==> src/hdl/dotip_pkg.sv <==
// Package with character codes, token kinds and the token type of the parser.
package dotip_pkg;

    localparam logic [7:0] CHAR_NUL  = 8'h00;
    localparam logic [7:0] CHAR_DOT  = 8'h2E;
    localparam logic [7:0] CHAR_ZERO = 8'h30;
    localparam logic [7:0] CHAR_NINE = 8'h39;

    localparam logic [1:0] KIND_DIGIT = 2'd0;
    localparam logic [1:0] KIND_DOT   = 2'd1;
    localparam logic [1:0] KIND_END   = 2'd2;
    localparam logic [1:0] KIND_OTHER = 2'd3;

    // Largest value of one part; the running value times ten plus a digit fits 12 bits.
    localparam logic [11:0] PART_MAX = 12'd255;

    typedef struct packed {
        logic [1:0] kind;
        logic [3:0] digit;
    } token_t;

endpackage

==> src/hdl/dotip_ifs.sv <==
// Handshake interfaces for the character channel and the result channel.
interface dotip_char_if;
    logic       valid;
    logic       ready;
    logic [7:0] character;

    modport source (output valid, output character, input ready);
    modport sink (input valid, input character, output ready);
endinterface

interface dotip_res_if;
    logic        valid;
    logic        ready;
    logic        valid_res;
    logic [31:0] address;

    modport source (output valid, output valid_res, output address, input ready);
    modport sink (input valid, input valid_res, input address, output ready);
endinterface

==> src/hdl/dotip_front.sv <==
// Front end: accepts characters and classifies each into a token for the queue.
module dotip_front (
    dotip_char_if.sink        chars,
    input  logic              full,
    output logic              push,
    output dotip_pkg::token_t token
);

    assign chars.ready = !full;
    assign push        = chars.valid && !full;

    always_comb
    begin
        // The low nibble of an ASCII digit is its value.
        token.digit = chars.character[3:0];
        if (chars.character inside {[dotip_pkg::CHAR_ZERO:dotip_pkg::CHAR_NINE]})
        begin
            token.kind = dotip_pkg::KIND_DIGIT;
        end
        else if (chars.character == dotip_pkg::CHAR_DOT)
        begin
            token.kind = dotip_pkg::KIND_DOT;
        end
        else if (chars.character == dotip_pkg::CHAR_NUL)
        begin
            token.kind = dotip_pkg::KIND_END;
        end
        else
        begin
            token.kind = dotip_pkg::KIND_OTHER;
        end
    end

endmodule

==> src/hdl/dotip_queue.sv <==
// Small first-in first-out queue of tokens between the front and back ends.
module dotip_queue #(
    parameter int DEPTH = 2
) (
    input  logic              clk,
    input  logic              rst_n,
    input  logic              push,
    input  dotip_pkg::token_t push_token,
    output logic              full,
    input  logic              pop,
    output dotip_pkg::token_t pop_token,
    output logic              not_empty
);

    localparam int PTR_W = $clog2(DEPTH);
    localparam int CNT_W = $clog2(DEPTH + 1);
    localparam logic [PTR_W-1:0] LAST = PTR_W'(DEPTH - 1);

    dotip_pkg::token_t entry_reg [DEPTH];
    logic [PTR_W-1:0]  wr_ptr_reg;
    logic [PTR_W-1:0]  rd_ptr_reg;
    logic [CNT_W-1:0]  count_reg;
    logic [PTR_W-1:0]  wr_ptr_next;
    logic [PTR_W-1:0]  rd_ptr_next;
    logic [CNT_W-1:0]  count_next;
    logic              do_pop;

    assign full      = (count_reg == CNT_W'(DEPTH));
    assign not_empty = (count_reg != '0);
    assign pop_token = entry_reg[rd_ptr_reg];
    assign do_pop    = pop && not_empty;

    always_comb
    begin
        wr_ptr_next = wr_ptr_reg;
        rd_ptr_next = rd_ptr_reg;
        count_next  = count_reg;
        if (push)
        begin
            wr_ptr_next = (wr_ptr_reg == LAST) ? '0 : wr_ptr_reg + 1'b1;
        end
        if (do_pop)
        begin
            rd_ptr_next = (rd_ptr_reg == LAST) ? '0 : rd_ptr_reg + 1'b1;
        end
        if (push && !do_pop)
        begin
            count_next = count_reg + 1'b1;
        end
        else if (do_pop && !push)
        begin
            count_next = count_reg - 1'b1;
        end
    end

    always_ff @(posedge clk or negedge rst_n)
    begin
        if (!rst_n)
        begin
            wr_ptr_reg <= '0;
            rd_ptr_reg <= '0;
            count_reg  <= '0;
        end
        else
        begin
            wr_ptr_reg <= wr_ptr_next;
            rd_ptr_reg <= rd_ptr_next;
            count_reg  <= count_next;
        end
    end

    always_ff @(posedge clk)
    begin
        if (push)
        begin
            entry_reg[wr_ptr_reg] <= push_token;
        end
    end

endmodule

==> src/hdl/dotip_back.sv <==
// Back end: runs the part parser on tokens and holds the result word.
module dotip_back (
    input  logic              clk,
    input  logic              rst_n,
    input  logic              tok_valid,
    input  dotip_pkg::token_t token,
    output logic              tok_take,
    dotip_res_if.source       results
);

    localparam logic [1:0] MODE_START  = 2'd0;
    localparam logic [1:0] MODE_DIGITS = 2'd1;
    localparam logic [1:0] MODE_FAILED = 2'd2;

    logic [1:0]  mode_reg, mode_next;
    logic [2:0]  count_reg, count_next;
    logic [7:0]  cur_reg, cur_next;
    logic [7:0]  first_reg, first_next;
    logic [7:0]  second_reg, second_next;
    logic [7:0]  third_reg, third_next;
    logic        res_valid_reg, res_valid_next;
    logic        res_flag_reg, res_flag_next;
    logic [31:0] res_addr_reg, res_addr_next;
    logic [11:0] grown;
    logic [2:0]  parts;
    logic [31:0] composed;

    // A terminator needs a free result register; every other token goes straight in.
    assign tok_take = tok_valid
        && ((token.kind != dotip_pkg::KIND_END) || !res_valid_reg || results.ready);

    assign results.valid     = res_valid_reg;
    assign results.valid_res = res_flag_reg;
    assign results.address   = res_addr_reg;

    // Running value times ten plus the new digit.
    assign grown = 12'({cur_reg, 3'b000}) + 12'({cur_reg, 1'b0}) + 12'(token.digit);

    always_comb
    begin
        case (mode_reg)
            MODE_DIGITS: parts = count_reg + 3'd1;
            MODE_START:  parts = count_reg;
            default:     parts = 3'd0;
        endcase
        case (parts)
            3'd1:    composed = {24'd0, cur_reg};
            3'd2:    composed = {first_reg, 16'd0, cur_reg};
            3'd3:    composed = {first_reg, second_reg, 8'd0, cur_reg};
            default: composed = {first_reg, second_reg, third_reg, cur_reg};
        endcase
    end

    always_comb
    begin
        mode_next      = mode_reg;
        count_next     = count_reg;
        cur_next       = cur_reg;
        first_next     = first_reg;
        second_next    = second_reg;
        third_next     = third_reg;
        res_valid_next = res_valid_reg && !results.ready;
        res_flag_next  = res_flag_reg;
        res_addr_next  = res_addr_reg;

        if (tok_take)
        begin
            if (token.kind == dotip_pkg::KIND_END)
            begin
                res_valid_next = 1'b1;
                if ((parts != 3'd0) && (parts <= 3'd4))
                begin
                    res_flag_next = 1'b1;
                    res_addr_next = composed;
                end
                else
                begin
                    res_flag_next = 1'b0;
                    res_addr_next = '0;
                end
                mode_next   = MODE_START;
                count_next  = '0;
                cur_next    = '0;
                first_next  = '0;
                second_next = '0;
                third_next  = '0;
            end
            else
            begin
                case (mode_reg)
                    MODE_START:
                    begin
                        if ((token.kind == dotip_pkg::KIND_DIGIT) && (count_reg < 3'd4))
                        begin
                            cur_next  = 8'(token.digit);
                            mode_next = MODE_DIGITS;
                        end
                        else
                        begin
                            mode_next = MODE_FAILED;
                        end
                    end
                    MODE_DIGITS:
                    begin
                        if (token.kind == dotip_pkg::KIND_DIGIT)
                        begin
                            if (grown > dotip_pkg::PART_MAX)
                            begin
                                mode_next = MODE_FAILED;
                            end
                            else
                            begin
                                cur_next = grown[7:0];
                            end
                        end
                        else if ((token.kind == dotip_pkg::KIND_DOT) && (count_reg < 3'd4))
                        begin
                            case (count_reg)
                                3'd0:    first_next  = cur_reg;
                                3'd1:    second_next = cur_reg;
                                3'd2:    third_next  = cur_reg;
                                default: ;
                            endcase
                            count_next = count_reg + 3'd1;
                            mode_next  = MODE_START;
                        end
                        else
                        begin
                            mode_next = MODE_FAILED;
                        end
                    end
                    default:
                    begin
                        mode_next = MODE_FAILED;
                    end
                endcase
            end
        end
    end

    always_ff @(posedge clk or negedge rst_n)
    begin
        if (!rst_n)
        begin
            mode_reg      <= MODE_START;
            count_reg     <= '0;
            cur_reg       <= '0;
            first_reg     <= '0;
            second_reg    <= '0;
            third_reg     <= '0;
            res_valid_reg <= 1'b0;
        end
        else
        begin
            mode_reg      <= mode_next;
            count_reg     <= count_next;
            cur_reg       <= cur_next;
            first_reg     <= first_next;
            second_reg    <= second_next;
            third_reg     <= third_next;
            res_valid_reg <= res_valid_next;
        end
    end

    always_ff @(posedge clk)
    begin
        res_flag_reg <= res_flag_next;
        res_addr_reg <= res_addr_next;
    end

endmodule

==> src/hdl/dotted_decimal_ipv4_parser.sv <==
// Top level of the dotted-decimal IPv4 address parser.
//
// The parser takes a string one character word at a time on chars and sends one
// result word on results for every zero character, which ends the string. The
// result carries valid_res and a 32-bit address with the first part in the top
// byte; byte-swapping to network order is left to the integration. One to four
// decimal parts separated by dots are accepted, each at most 255, with short
// forms filled as 0.0.0.N, a.0.0.b and a.b.0.c, and one trailing dot allowed.
// Empty parts, extra parts, other characters and the empty string give
// valid_res low and a zero address; after a failure characters are ignored
// up to the terminator. Leading zeros read as decimal; there are no hex or octal
// forms. The block sustains one character per cycle while no stalled result
// holds back a terminator. A front end classifies each accepted character and
// writes it into a token queue of QUEUE_DEPTH entries; a back end takes one
// token per cycle unless a terminator waits on a stalled result, and updates
// the running part value with a multiply by ten and a compare against 255 in
// the same cycle as it takes the digit. The terminator is written into the
// queue, and results.valid rises in the cycle after the back end takes it. The
// result sits in an output register, so a stalled result channel holds only
// the back end's next terminator; the queue keeps taking characters until it
// fills, and chars.ready then drops.
module dotted_decimal_ipv4_parser #(
    parameter int QUEUE_DEPTH = 2
) (
    input  logic         clk,
    input  logic         rst_n,
    dotip_char_if.sink   chars,
    dotip_res_if.source  results
);

    dotip_pkg::token_t front_token;
    dotip_pkg::token_t back_token;
    logic              push;
    logic              full;
    logic              tok_valid;
    logic              tok_take;

    // Classification and acceptance of incoming characters.
    dotip_front u_front (
        .chars (chars),
        .full  (full),
        .push  (push),
        .token (front_token)
    );

    // Token queue that lets the input side and the result side stall apart.
    dotip_queue #(
        .DEPTH (QUEUE_DEPTH)
    ) u_queue (
        .clk        (clk),
        .rst_n      (rst_n),
        .push       (push),
        .push_token (front_token),
        .full       (full),
        .pop        (tok_take),
        .pop_token  (back_token),
        .not_empty  (tok_valid)
    );

    // Part parser and the result register.
    dotip_back u_back (
        .clk       (clk),
        .rst_n     (rst_n),
        .tok_valid (tok_valid),
        .token     (back_token),
        .tok_take  (tok_take),
        .results   (results)
    );

endmodule

==> src/flat_wrapper.sv <==
// flat-port wrapper written by rule: the top's interface ports become plain ports
module dotted_decimal_ipv4_parser_flat 
#(
    parameter int QUEUE_DEPTH = 2
)
  (clk, rst_n, chars_valid, chars_character, chars_ready, results_valid, results_valid_res, results_address, results_ready);
  dotip_char_if chars_i ();
  dotip_res_if results_i ();
  input  logic clk;
  input  logic rst_n;
  input wire logic [$bits(chars_i.valid)-1:0] chars_valid;
  input wire logic [$bits(chars_i.character)-1:0] chars_character;
  output wire logic [$bits(chars_i.ready)-1:0] chars_ready;
  output wire logic [$bits(results_i.valid)-1:0] results_valid;
  output wire logic [$bits(results_i.valid_res)-1:0] results_valid_res;
  output wire logic [$bits(results_i.address)-1:0] results_address;
  input wire logic [$bits(results_i.ready)-1:0] results_ready;
  assign chars_i.valid = chars_valid;
  assign chars_i.character = chars_character;
  assign chars_ready = chars_i.ready;
  assign results_valid = results_i.valid;
  assign results_valid_res = results_i.valid_res;
  assign results_address = results_i.address;
  assign results_i.ready = results_ready;
  dotted_decimal_ipv4_parser #(.QUEUE_DEPTH(QUEUE_DEPTH)) u_core (.clk(clk), .rst_n(rst_n), .chars(chars_i), .results(results_i));
endmodule
==> config.mk <==
export PLATFORM = sky130hd
export DESIGN_NAME = dotted_decimal_ipv4_parser_flat
export DESIGN_NICKNAME = d
export VERILOG_FILES = /design/src/hdl/dotip_pkg.sv /design/src/hdl/dotip_ifs.sv /design/src/hdl/dotip_front.sv /design/src/hdl/dotip_queue.sv /design/src/hdl/dotip_back.sv /design/src/hdl/dotted_decimal_ipv4_parser.sv /design/src/flat_wrapper.sv
export SDC_FILE = /design/constraint.sdc
export NUM_CORES = 1
export LEC_CHECK = 0
export ABC_AREA = 1
export BUFFER_PORTS_ARGS = -buffer_cell sky130_fd_sc_hd__buf_2
export CELL_PAD_IN_SITES_DETAIL_PLACEMENT = 2
export CELL_PAD_IN_SITES_GLOBAL_PLACEMENT = 2
export CORE_MARGIN = 8
export CORE_UTILIZATION = 38
export CTS_BUF_LIST = sky130_fd_sc_hd__clkbuf_8
export CTS_CLUSTER_SIZE = 20
export DETAILED_ROUTE_END_ITERATION = 10
export PLACE_DENSITY = 0.89
export SLEW_MARGIN = 20
export SYNTH_ARGS = -nofsm -noshare
export SYNTH_HDL_FRONTEND = slang
export SYNTH_HIERARCHICAL = 1
export SYNTH_SLANG_ARGS = --single-unit
==> constraint.sdc <==
create_clock -name clk -period 3.1 [get_ports clk]
set_input_delay 0.465 -clock clk [delete_from_list [all_inputs] [get_ports clk]]
set_output_delay 0.465 -clock clk [all_outputs]
set_load 0.1 [all_outputs]
---- Word level (Yosys, flattened, before mapping) ----
Memories as Yosys holds them, arrays and structs flattened.
Cells that the tools add are included.
word-level totals
  flip-flop bits (word level) ............. 75
  memory bits (writable) .................. 12
  input bits .............................. 12
  logic and storage cells ................. 122
  memories kept ........................... 1
cells by class
  $add $sub $neg .......................... 7
  order comparisons ....................... 5
  equal/unequal tests ..................... 16
  mux-type cells .......................... 44
  reductions and logical operators ........ 37
memories
  name                      words  width  read ports  clocked after Yosys merged registers in  wr ports  RTL line           RTL
  u_core.u_queue.entry_reg  2      6      1           0                                        1         dotip_queue.sv:19  dotip_pkg::token_t entry_reg [DEPTH];
operator list
  cell                                                 number
  two-way mux 8 bit                                    19
  case mux 32 bit (3 select lines)                     1
  AND reduction 5 bit                                  4
  two-way mux 2 bit                                    9
  case mux 8 bit (2 select lines)                      1
  nonzero test 2 bit                                   7
  adder 11 x 9 -> 12 bit                               1
  adder 12 x 4 -> 12 bit                               1
  > comparator 12 x 8 -> 1 bit, second input constant  1
  two-way mux 3 bit                                    4
  logical AND 1 bit                                    10
  == test 3 x 2 -> 1 bit, second input constant        3
  != test 3 bit, second input constant                 3
  == test 8 x 6 -> 1 bit, second input constant        1
  >= comparator 8 x 6 -> 1 bit, second input constant  1
  <= comparator 8 x 6 -> 1 bit, second input constant  1
  logical NOT 8 bit                                    1
  two-way mux 1 bit                                    8
  == test 3 x 1 -> 1 bit, second input constant        2
  case mux 3 bit (2 select lines)                      1
  nonzero test 3 bit                                   2
  logical NOT 1 bit                                    5
  == test 2 x 1 -> 1 bit, second input constant        2
  == test 2 bit, second input constant                 2
  other kinds (14)                                     19

---- Longest topological paths before layout ----
An unclocked memory read counts as a cell.
  word-level depth ........................ 9
  gate-level depth with buffers ........... 21
  gate-level depth less buffers ........... 20

---- By module ----
Netlist, hierarchy kept.
by module, submodules not included
  module       times used  cells each  area each (sq um)  seq. area each (sq um)
  dotip_back   1           400         3712.3             1941.9
  dotip_queue  1           59          656.9              460.4
  dotip_front  1           30          137.6              0.0

---- Least setup slack after synthesis ----
Ideal clock, no wire load.
  kind .................................... flip-flop to flip-flop
  from .................................... reg u_core.u_queue.rd_ptr_reg
  to ...................................... reg u_core.u_back.cur_reg[0]
  arrival ................................. 2.676 ns
  required time ........................... 2.983 ns
  setup slack ............................. 0.307 ns
  cell stages (with the launch flop) ...... 20
  clock period less this slack ............ 2.793 ns
  cells stage by stage .................... dfrtp_1 buf_2 inv_2 nand2_1 nand2_1 inv_1 fa_1 fa_1 inv_1 nand2_1 nand2_1 nand3_1 nand3_1 nand2_1 nor2_1 nand2_1 nand2_1 nand2_2 nand2_1 nand2_1
RTL lines
  what                      RTL line           RTL
  start: declaration        dotip_queue.sv:21  logic [PTR_W-1:0] rd_ptr_reg;
  start signal: assignment  dotip_queue.sv:67  rd_ptr_reg <= rd_ptr_next;
  end signal: assignment    dotip_back.sv:157  cur_reg <= cur_next;
  end: declaration          dotip_back.sv:17   logic [7:0] cur_reg, cur_next;

==> out/metrics.yaml <==
status: "complete, no violations"
drive_gt1_share_pct: 19.6
crit_path_max_fanout: 5
die_area_um2: 15600
synth_cell_types: 38
utilization_pct: 44.4
p_leak_nw: 2.35
yosys_warnings: 6
initial_core_util_pct: 39.1
maxCapViolCount: 0
die_y_um: 125
ir_worst_vdd_uv: 482
grt_first_pass_wirelength_um: 20000
syn-num-nets: 523
wire_per_inst_um: 18.2
grtUsageTotal_pct: 16.3
synth_edf_count: 45
clk-insertion-delay-late_ns: 0.38
finalCritPeriodShare_pct: 95.3
path_common_cell: "nand2_1"
grt_antenna_before_repair: 0
cts_root_buf: "clkbuf_8"
multi_input_area_um2: 1720
drt_iter0_drc: 107
min_period_ns: 2.95
ys_seq_area_share_pct: 53.3
num_vias: 3432
largest_reg_flops: 32
syn_area_um2: 4510
first_pass_iters: 4
place_ws_ns: -0.00286
routed_wirelength_um: 12600
num_io_pins: 47
finalPower_mw: 5.64
cts_buffer_depth: 2
setup_slack_ns: 0.146
grt_overflow: 0
clock-sinks: 87
drc: 0
ys_ff_latch: 87
synthFlopType: "edfxtp_1"
synthTopCellsByCount: "nand2_1 (122), inv_1 (75), nor2_1 (63)"
synth_area_leaders: "edfxtp_1 (30%), dfrtp_1 (23%), nand2_1 (10%)"
coreArea_um2: 11500
postSynthAreaPerCell_um2: 9.22
worst_pin_slew_ns: 0.959
fp.dieW_um: 125
crit_buf_inv: 4
start_kind: "flop"
hp-class: "primary input to asynchronous set/reset pin"
cp_slowest_cell: "fa_1"
yosysMostFrequentCell: "nand2_1"
syn_to_final_growth_pct: 13.4
cp_top_family: "simple AND/OR/NAND/NOR gates"
rows: 39
cp.required_ns: 3.41
grt_max_degree: 43
critPathMaxStageDelay_ns: 0.46
cts_tree: "yes"
r2r_slack_ns: 0.15
criticalPathCategory: "flop to flop"
powerDensity_nw_per_um2: 1100
fin_worst_skew_ns: 0.0185
finalSetupViolCount: 0
max_clock_freq_ghz: 0.339
n_fill_cell: 1252
portBuffers: 46
final_max_slew_viol_count: 0
synth_top_area_share_pct: 30.0
critPathArrivalTime_ns: 3.26
synthArstFlopShare_pct: 48.3
clk_pin_slew_ns: 0.09
final_nets: 576
path_cells: "buf_4 -> nand2_1 -> nand2_1 -> inv_1 -> fa_1 -> fa_1 -> inv_1 -> nand2_1 -> nand2_2 -> nand3_1 -> nand3_1 -> nand2_1 -> nor2_2 -> nand2_2 -> nand2_2 -> buf_4 -> nand3_1 -> nand2_1"
endpoint_kind: "flop"
cts.htree.levels: 3
vias_per_cell: 4.97
final_antenna_net_count: 0
dpl.hpwl_um: 9900
syn_inst: 489
cts-buffers-inserted: 9
seq_area_um2: 2400
yosys.area.top_type: "edfxtp_1"
hold_violations: 0
diodes: 0
place_congestion: 0.826
relSlewSlack_pct: 36.1
grt_pass1_vias: 3818
## metrics by stage
| step | hold slack, ns | instance area, um^2 | setup TNS, ns | std cells |
|---|---|---|---|---|
| after detailed placement | 0.483 | 4850 | -0.00286 | 670 |
| after global placement | 0.459 | 4850 | 0 | 670 |
| after global routing | 0.276 | 5110 | -0.0404 | 690 |
| final | 0.233 | 5110 | 0 | 690 |
| after floorplan | 0.169 | 4510 | 0 | 489 |
| after CTS | 0.258 | 5060 | 0 | 686 |
## what timing repair did
| item | CTS | global route |
|---|---|---|
| pin swaps | 0 | 3 |
| setup buffers | 0 | 4 |
| hold buffers | 0 | 0 |
| setup endpoints to repair | 1 | 8 |
| gates cloned | 0 | 0 |
| resized for setup | 1 | 6 |
## report_power, final
group	internal, mW	leakage (nW)	switching (mW)	total (mW)
clock	0.405	0.105	0.431	0.837
sequential	1.60	0.981	0.173	1.77
combinational	0.651	1.27	2.38	3.03
## final timing paths
| path | from | to | cells past startpoint |
|---|---|---|---|
| max | u_core/u_queue/rd_ptr_reg | u_core/u_back/cur_reg[6] | 18 |
| min | rst_n | u_core/u_queue/count_reg[1] | 1 |
| max reg2reg | u_core/u_queue/rd_ptr_reg | u_core/u_back/cur_reg[6] | 18 |
| min reg2reg | u_core/u_queue/count_reg[1] | u_core/u_queue/count_reg[1] | 2 |
| max in group asynchronous | rst_n | u_core/u_queue/rd_ptr_reg | 1 |
| min in group clk | results_ready | u_core/u_back/results.valid | 2 |
## per-layer routing
layer,track usage [%],wire length [um],vias to the layer above
met2,29.5,6560,69
met1,18.1,5250,1697
li1,-,-,1649
met3,4.58,537,17
met5,0,0,-
met4,5.16,206,0
## worst reg2reg max path: cells and delay by family, from the launching register on
| family | cells | cell delay [ns] |
|---|---|---|
| fa+ha+maj | 2 | 0.89 |
| buf+inv | 4 | 0.45 |
| flops | 1 | 0.45 |
| simple gates | 12 | 1.09 |
## layout make-up
type | count | share of cell area (%)
clock buffers | 10 | 2.69
clock inverters | 6 | 1.47
inverters | 82 | 6.22
multi-input cells | 310 | 33.7
flip-flops and latches | 87 | 47.0
well taps | 143 | 3.50
repair buffers | 52 | 5.39
## cell families (layout without fill, tap and decap cells)
kind of cell,count (synthesis),count (layout),synth area share [%]
AOI/OAI and AO/OA,43,43,7.22
adders and majority gates,22,22,6.44
buffers and inverters,92,150,8.86
and+or+nand+nor,239,239,23.0
DFF,87,87,53.3
xor gates and xnor gates,6,6,1.17
## cells in the final DEF (no fill, tap or decap), drive strengths merged, types with 2 or more instances in the layout
cell type,n
nand3,25
dfrtp,42
a21oi,6
nor3,14
nor2,69
edfxtp,45
fa,2
clkinv,2
xnor2,3
clkbuf,10
o22ai,3
ha,20
xor2,3
nand2,126
o21ai,30
buf,52
inv,84
or2,2
Note: power is estimated with default switching activity, not from simulation.
